**config.mk**
```make
export PLATFORM = sky130hd
export DESIGN_NAME = tcw_ctrl
export DESIGN_NICKNAME = d
export VERILOG_FILES = /design/src/hw/rtl/text_console_writer_unit_assert.svh /design/src/hw/rtl/tcw_pkg.sv /design/src/hw/rtl/tcw_ctrl.sv
export SDC_FILE = /design/constraint.sdc
export NUM_CORES = 1
export LEC_CHECK = 0
export BUFFER_PORTS_ARGS = -buffer_cell sky130_fd_sc_hd__buf_2
export CAP_MARGIN = 20
export CORE_MARGIN = 2
export CORE_UTILIZATION = 40
export DETAILED_ROUTE_END_ITERATION = 6
export RECOVER_POWER = 100
export SETUP_SLACK_MARGIN = 0.4
export SLEW_MARGIN = 5
export SYNTH_ARGS = -nofsm -noshare
export SYNTH_HDL_FRONTEND = slang
export SYNTH_SLANG_ARGS = --single-unit
export TNS_END_PERCENT = 100
```
**constraint.sdc**
```tcl
create_clock -name clk -period 1.4 [get_ports clk]
set_input_delay 0.07 -clock clk [delete_from_list [all_inputs] [get_ports clk]]
set_output_delay 0.07 -clock clk [all_outputs]
set_load 0.02 [all_outputs]
```
**src/hw/rtl/text_console_writer_unit_assert.svh**
```systemverilog
// assertion macros shared by the console writer
`ifndef TEXT_CONSOLE_WRITER_UNIT_ASSERT_SVH
`define TEXT_CONSOLE_WRITER_UNIT_ASSERT_SVH

`ifndef SYNTHESIS
// same-cycle implication
`define TCW_ASSERT_IMPL(label, ante, cons) \
    label: assert property (@(posedge clk) disable iff (!rst_n) (ante) |-> (cons)) \
        else $error("assertion failed");
// next-cycle implication
`define TCW_ASSERT_NEXT(label, ante, cons) \
    label: assert property (@(posedge clk) disable iff (!rst_n) (ante) |=> (cons)) \
        else $error("assertion failed");
`else
`define TCW_ASSERT_IMPL(label, ante, cons)
`define TCW_ASSERT_NEXT(label, ante, cons)
`endif

`endif

```
**src/hw/rtl/tcw_pkg.sv**
```systemverilog
package tcw_pkg;

    // command opcodes
    localparam logic [2:0] OP_PUT    = 3'd0;
    localparam logic [2:0] OP_SETCUR = 3'd1;
    localparam logic [2:0] OP_CLEAR  = 3'd2;
    localparam logic [2:0] OP_READ   = 3'd3;
    localparam logic [2:0] OP_WRPOS  = 3'd4;

    // character codes
    localparam logic [7:0] CH_NEWLINE = 8'h0A;
    localparam logic [7:0] CH_TAB     = 8'h09;
    localparam logic [7:0] CH_SPACE   = 8'h20;

    // configuration register indexes
    localparam logic [1:0] REG_TEXT_ATTR    = 2'd0;
    localparam logic [1:0] REG_CURSOR_GLYPH = 2'd1;
    localparam logic [1:0] REG_CURSOR_ATTR  = 2'd2;
    localparam logic [1:0] REG_DRAW_CURSOR  = 2'd3;

    // datapath commands
    typedef enum logic [4:0] {
        DP_NOP,
        DP_LATCH,
        DP_PREP,
        DP_TABMOD,
        DP_ADVANCE,
        DP_SCROLL_START,
        DP_COPY,
        DP_INIT_START,
        DP_CLEAR_START,
        DP_BLANK_START,
        DP_FILL,
        DP_SCROLL_END,
        DP_SET_NEW_POS,
        DP_SET_NEW_ZERO,
        DP_ERASE_RD,
        DP_ERASE,
        DP_DRAW,
        DP_COMMIT,
        DP_READ_RD,
        DP_READ_CAP,
        DP_WRPOS,
        DP_DIV,
        DP_SPLIT
    } dp_op_t;

    typedef struct packed {
        dp_op_t op;
    } dp_cmd_t;

    typedef struct packed {
        logic [2:0] op;
        logic       place;
        logic       pos_ok;
        logic       sweep_last;
        logic       wrap;
    } dp_status_t;

endpackage

```
**src/hw/rtl/tcw_ctrl.sv**
```systemverilog
module tcw_ctrl (
    input  logic                clk,
    input  logic                rst_n,
    input  logic                start,
    output logic                busy,
    output logic                done,
    input  tcw_pkg::dp_status_t status,
    output tcw_pkg::dp_cmd_t    cmd
);
    import tcw_pkg::*;

    typedef enum logic [4:0] {
        S_INIT, S_INITF, S_IDLE, S_PREP, S_TMOD, S_ADV, S_CHK,
        S_SCRS, S_COPY, S_DRAIN, S_BLKS, S_BLK, S_SCRE,
        S_SETPOS, S_CLRS, S_CLR, S_CLRE,
        S_ERRD, S_ERASE, S_DRAW, S_COMMIT,
        S_RDA, S_RDC, S_WRP, S_DIV, S_SPLIT
    } state_t;

    state_t state_reg, state_next;
    logic   done_reg, done_next;

    // next state and datapath command
    always_comb
    begin
        state_next = state_reg;
        done_next  = 1'b0;
        cmd.op     = DP_NOP;
        case (state_reg)
            S_INIT:
            begin
                cmd.op     = DP_INIT_START;
                state_next = S_INITF;
            end
            S_INITF:
            begin
                cmd.op = DP_FILL;
                if (status.sweep_last)
                    state_next = S_IDLE;
            end
            S_IDLE:
            begin
                if (start)
                begin
                    cmd.op     = DP_LATCH;
                    state_next = S_PREP;
                end
            end
            S_PREP:
            begin
                cmd.op     = DP_PREP;
                state_next = S_TMOD;
            end
            S_TMOD:
            begin
                cmd.op = DP_TABMOD;
                case (status.op)
                    OP_PUT:    state_next = S_ADV;
                    OP_SETCUR: state_next = status.pos_ok ? S_SETPOS : S_DIV;
                    OP_CLEAR:  state_next = S_CLRS;
                    OP_READ:   state_next = S_RDA;
                    OP_WRPOS:  state_next = S_WRP;
                    default:   state_next = S_DIV;
                endcase
            end
            S_ADV:
            begin
                cmd.op     = DP_ADVANCE;
                state_next = S_CHK;
            end
            S_CHK:
            begin
                if (status.wrap)
                    state_next = S_SCRS;
                else if (status.place)
                    state_next = S_ERRD;
                else
                    state_next = S_COMMIT;
            end
            S_SCRS:
            begin
                cmd.op     = DP_SCROLL_START;
                state_next = S_COPY;
            end
            S_COPY:
            begin
                cmd.op = DP_COPY;
                if (status.sweep_last)
                    state_next = S_DRAIN;
            end
            S_DRAIN:
            begin
                state_next = S_BLKS;
            end
            S_BLKS:
            begin
                cmd.op     = DP_BLANK_START;
                state_next = S_BLK;
            end
            S_BLK:
            begin
                cmd.op = DP_FILL;
                if (status.sweep_last)
                    state_next = S_SCRE;
            end
            S_SCRE:
            begin
                cmd.op     = DP_SCROLL_END;
                state_next = status.place ? S_ERRD : S_COMMIT;
            end
            S_SETPOS:
            begin
                cmd.op     = DP_SET_NEW_POS;
                state_next = S_ERRD;
            end
            S_CLRS:
            begin
                cmd.op     = DP_CLEAR_START;
                state_next = S_CLR;
            end
            S_CLR:
            begin
                cmd.op = DP_FILL;
                if (status.sweep_last)
                    state_next = S_CLRE;
            end
            S_CLRE:
            begin
                cmd.op     = DP_SET_NEW_ZERO;
                state_next = S_ERRD;
            end
            S_ERRD:
            begin
                cmd.op     = DP_ERASE_RD;
                state_next = S_ERASE;
            end
            S_ERASE:
            begin
                cmd.op     = DP_ERASE;
                state_next = S_DRAW;
            end
            S_DRAW:
            begin
                cmd.op     = DP_DRAW;
                state_next = S_DIV;
            end
            S_COMMIT:
            begin
                cmd.op     = DP_COMMIT;
                state_next = S_DIV;
            end
            S_RDA:
            begin
                cmd.op     = DP_READ_RD;
                state_next = S_RDC;
            end
            S_RDC:
            begin
                cmd.op     = DP_READ_CAP;
                state_next = S_DIV;
            end
            S_WRP:
            begin
                cmd.op     = DP_WRPOS;
                state_next = S_DIV;
            end
            S_DIV:
            begin
                cmd.op     = DP_DIV;
                state_next = S_SPLIT;
            end
            S_SPLIT:
            begin
                cmd.op     = DP_SPLIT;
                state_next = S_IDLE;
                done_next  = 1'b1;
            end
            default:
            begin
                state_next = S_IDLE;
            end
        endcase
    end

    // state and strobe
    always_ff @(posedge clk or negedge rst_n)
    begin
        if (!rst_n)
        begin
            state_reg <= S_INIT;
            done_reg  <= 1'b0;
        end
        else
        begin
            state_reg <= state_next;
            done_reg  <= done_next;
        end
    end

    assign busy = (state_reg != S_IDLE);
    assign done = done_reg;

endmodule

```
======== Word level (Yosys, flattened, before mapping) ========
Index checks and enable logic that the tools add are counted.
cells by class
  equality and inequality tests ........... 35
  multiplexer cells ....................... 13
  reduce and logical (&&, ||, !) cells .... 6
operators with widths
  cell                number
  $pmux 5 s22         1
  $pmux 5 s21         1
  $eq 5x5->1 const B  10
  $eq 5x4->1 const B  8
  $mux 5              7
  $pmux 5 s5          1
  $eq 5x3->1 const B  4
  $eq 5x2->1 const B  2
  $ne 2x2->1 const B  5
  $eq 3x2->1 const B  2
  $eq 5x1->1 const B  1
  $logic_not 5->1     1
  $ne 5x2->1 const B  1
  $reduce_and 5->1    1
  $reduce_or 4->1     1
  $eq 3x1->1 const B  1
  $eq 3x3->1 const B  1
  $logic_not 3->1     1
  $mux 3              1
  $reduce_or 3->1     1
  $mux 1              2
  $reduce_or 2->1     1
word-level totals
  bits in registers ....................... 6
  input port bits ......................... 10
  output and inout bits ................... 7

======== Logic depth before layout (Yosys ltp) ========
  depth in word-level cells ............... 3
  mapped depth ............................ 7
  depth with buffers taken out ............ 5

======== Worst setup path after synthesis ========
No wires, ideal clock.
  path type ............................... flip-flop to output port
  start point ............................. register state_reg[3]
  end point ............................... output port cmd[1] (netlist name)
  data arrival time ....................... 1.422 ns
  slack ................................... -0.092 ns
  stages on the path, launching flop included .. 6
  path buffers ............................ 2
  cells stage by stage .................... dfrtp_1 > clkbuf_8 > buf_6 > nor2_1 > a21oi_1 > o21ai_0
RTL lines
  element                 RTL line         text
  start, declared         tcw_ctrl.sv:20   state_t state_reg, state_next;
  start signal, assigned  tcw_ctrl.sv:195  state_reg <= state_next;
  end, declared           tcw_ctrl.sv:8    output tcw_pkg::dp_cmd_t cmd

======== Final worst setup path ========
  start point ............................. register state_reg[3]
  end point ............................... register state_reg[1]
on the way
  word-level cells in the longest chain between the ends .. 3
  elaborated cells between the ends (all ways) .. 34
ends and longest elaborated chain
  element                                                  RTL line        text
  $eq 5x5->1, or another cell as far along                 tcw_ctrl.sv:29  case (state_reg)
  $reduce_or 4->1 (no line), or another cell as far along  --
  $pmux 5 s21 / $reduce_and 5->1 (equally long branches)   --
Several ways; a longest one is shown, not always the timed one.
A chain may end at the register's enable or synchronous reset.

==> results.json <==
{
  "status": "complete, but fails checks",
  "violations": "setup timing",
  "setup.worst_path.class": "flop to flop",
  "cp-start-kind": "flop",
  "worstPathRequired_ns": 1.54,
  "dr_total_vias": 1216,
  "timing.slew.headroom_pct": 72.2,
  "clk_latency_ns": 0.25,
  "ir_drop_uv": 1560,
  "dpl.cell_count": 184,
  "gp_congestion": 0.916,
  "root_buffer": "clkbuf_4",
  "synthesis.area_um2": 847,
  "portBuffers": 16,
  "worst_slack_ns": -0.257,
  "hold_start": "status[1]",
  "antenna_cells": 0,
  "drt_iter0_drc": 67,
  "netlist.area_leader.share_pct": 17.7,
  "first_global_vias": 1153,
  "hp-class": "primary input to flop",
  "ys_ff_latch": 6,
  "post-route-period-util_pct": 118,
  "power_uw": 4200,
  "dr.pass1.iters": 4,
  "synthesis.nets": 131,
  "grt_max_degree": 17,
  "vias_per_cell": 5.82,
  "rows": 16,
  "routed_wl_mm": 3.30,
  "core_area_um2": 1980,
  "tightest_slew_ns": 0.416,
  "finalCriticalPeriod_ns": 1.66,
  "drc": 0,
  "drive_gt1_share_pct": 57.7,
  "synth_warnings": 0,
  "cp_data_arrival_time_ns": 1.80,
  "hold_path_depth": 3,
  "antenna_found_initial": 0,
  "ant_nets": 0,
  "wl_per_cell_um": 15.8,
  "critPathLaunch": "state_reg[3]",
  "final_nets": 193,
  "syn_area_per_cell_um2": 7.00,
  "drv_slew": 0,
  "powerDensity_nw_per_um2": 2560,
  "initial_core_util_pct": 42.7,
  "synth_cell_types": 40,
  "fmax_ghz": 0.604,
  "synth_top_area_cell": "dfrtp_1",
  "cap_violations": 0,
  "synth-main-ff-cell": "dfrtp_1",
  "cts_made_buffers": 3,
  "grt_use_total_pct": 28.1,
  "clk_pin_slew_ns": 0.05,
  "setup-violations-final": 11,
  "grt_overflow": 0,
  "die_h_um": 50.0,
  "cts_tree": "yes",
  "finalHoldViolCount": 0,
  "critPathCaptureType": "flop",
  "path_max_fanout": 8,
  "dp_hpwl_mm": 2.01,
  "h-tree-depth": 1,
  "fin_cells": 209,
  "leakage_uw": 0.000704,
  "synth_area_leaders": "dfrtp_1 18%, a21oi_1 7.7%, nor2_1 6.2%",
  "areaGrowthSynthToFinish_pct": 93.2,
  "ios": 17,
  "synthCells": 121,
  "r2r-start": "state_reg[3]",
  "dieArea_um2": 2500,
  "tns_ns": -1.89,
  "grt_first_pass_wirelength_mm": 5.33,
  "dieWidth_um": 50.0,
  "clock_sinks": 6,
  "yosysSeqAreaShare_pct": 17.7,
  "ys_top_cells_by_count": "14 x nor2_1, 13 x a21oi_1, 8 x o21ai_0",
  "synthArstFlopShare_pct": 100,
  "largest_reg_flops": 5,
  "clockBufferDepth": 2,
  "rsz0062_at_grt": "yes",
  "synth_edf_count": 0,
  "yosysMostFrequentCell": "nor2_1",
  "r2r_cells": 6,
  "fin_skew_ns": 0.00393
}
==> repair_timing <==
action | in CTS | in global routing
endpoints found under the hold margin | 6 | 0
buffers inserted | 11 | 8
endpoints found under the setup margin | 12 | 12
gates cloned | 1 | 0
resized for setup | 35 | 25
pin swaps | 8 | 16
hold buffers | 1 | 0
==> cell type report <==
cell class / instances / area (um^2)
inverter: 6 / 22.5
tap: 27 / 33.8
fill: 109 / 345
clock buffer: 4 / 26.3
multi-input combinational: 97 / 783
timing repair buffer: 69 / 616
sequential: 6 / 155
==> kinds of logic (layout without fill, tap and decap cells) <==
logic type	count (synthesis)	after routing	share of synthesized area, %
and+or+nand+nor	49	49	30.9
AOI/OAI and AO/OA	45	45	35.5
buffers and inverters	18	79	12.1
DFF	6	6	17.7
xor gates and xnor gates	2	2	2.07
muxes	1	1	1.77
==> placed cells by master, fill, tap and decap left out, drive strengths merged, types with 2 or more instances in the layout <==
cell and instances:
buf 65, nor2 15, a21oi 13, o21ai 8, nand2 7, inv 6
o22ai 6, dfrtp 6, nor3 6, clkbuf 6, nand3 5, nand2b 5
a31oi 4, nor2b 3, o211ai 2, and3 2, o2bb2ai 2, xnor2 2
==> metal layers <==
layer	GRT usage (%)	part of all wire, %
met5	0	0
met1	36.1	43
met4	13.4	2.1
met3	3.94	5.0
met2	45.6	50
==> report_power, final <==
| part | switching [uW] | internal, uW | total (uW) |
|---|---|---|---|
| Clock | 69.7 | 108 | 178 |
| Combinational | 1630 | 2000 | 3630 |
| Sequential | 133 | 252 | 386 |
==> critical path: stages (launching register included) <==
cell and delay (ns):
dfrtp_2 0.48, buf_6 0.16, xnor2_4 0.17, nor4b_4 0.07, a41oi_2 0.24, nand3_2 0.19, o21ba_4 0.23
==> per-stage QoR <==
step / setup slack (ns) / utilization, % / hold WS, ns / cell area, um^2
final: -0.257 / 82.6 / 0.208 / 1640
after global routing: -0.361 / 82.6 / 0.228 / 1640
after CTS: -0.254 / 73.9 / 0.176 / 1470
after detailed placement: -0.153 / 59.8 / -0.102 / 1180
after global placement: -0.185 / 59.8 / -0.102 / 1180
after floorplan: 0.0328 / - / -0.226 / 946
==> path summary, 6_finish.rpt <==
path / end / slack (ns)
setup / recovery: state_reg[1] / -0.26
hold / removal: state_reg[2] / 0.21
setup reg to reg: state_reg[1] / -0.26
hold reg to reg: done / 0.64
max in group asynchronous: state_reg[4] / 0.92
min in group asynchronous: state_reg[1] / 0.22
Power figures use the tool's default switching activity.
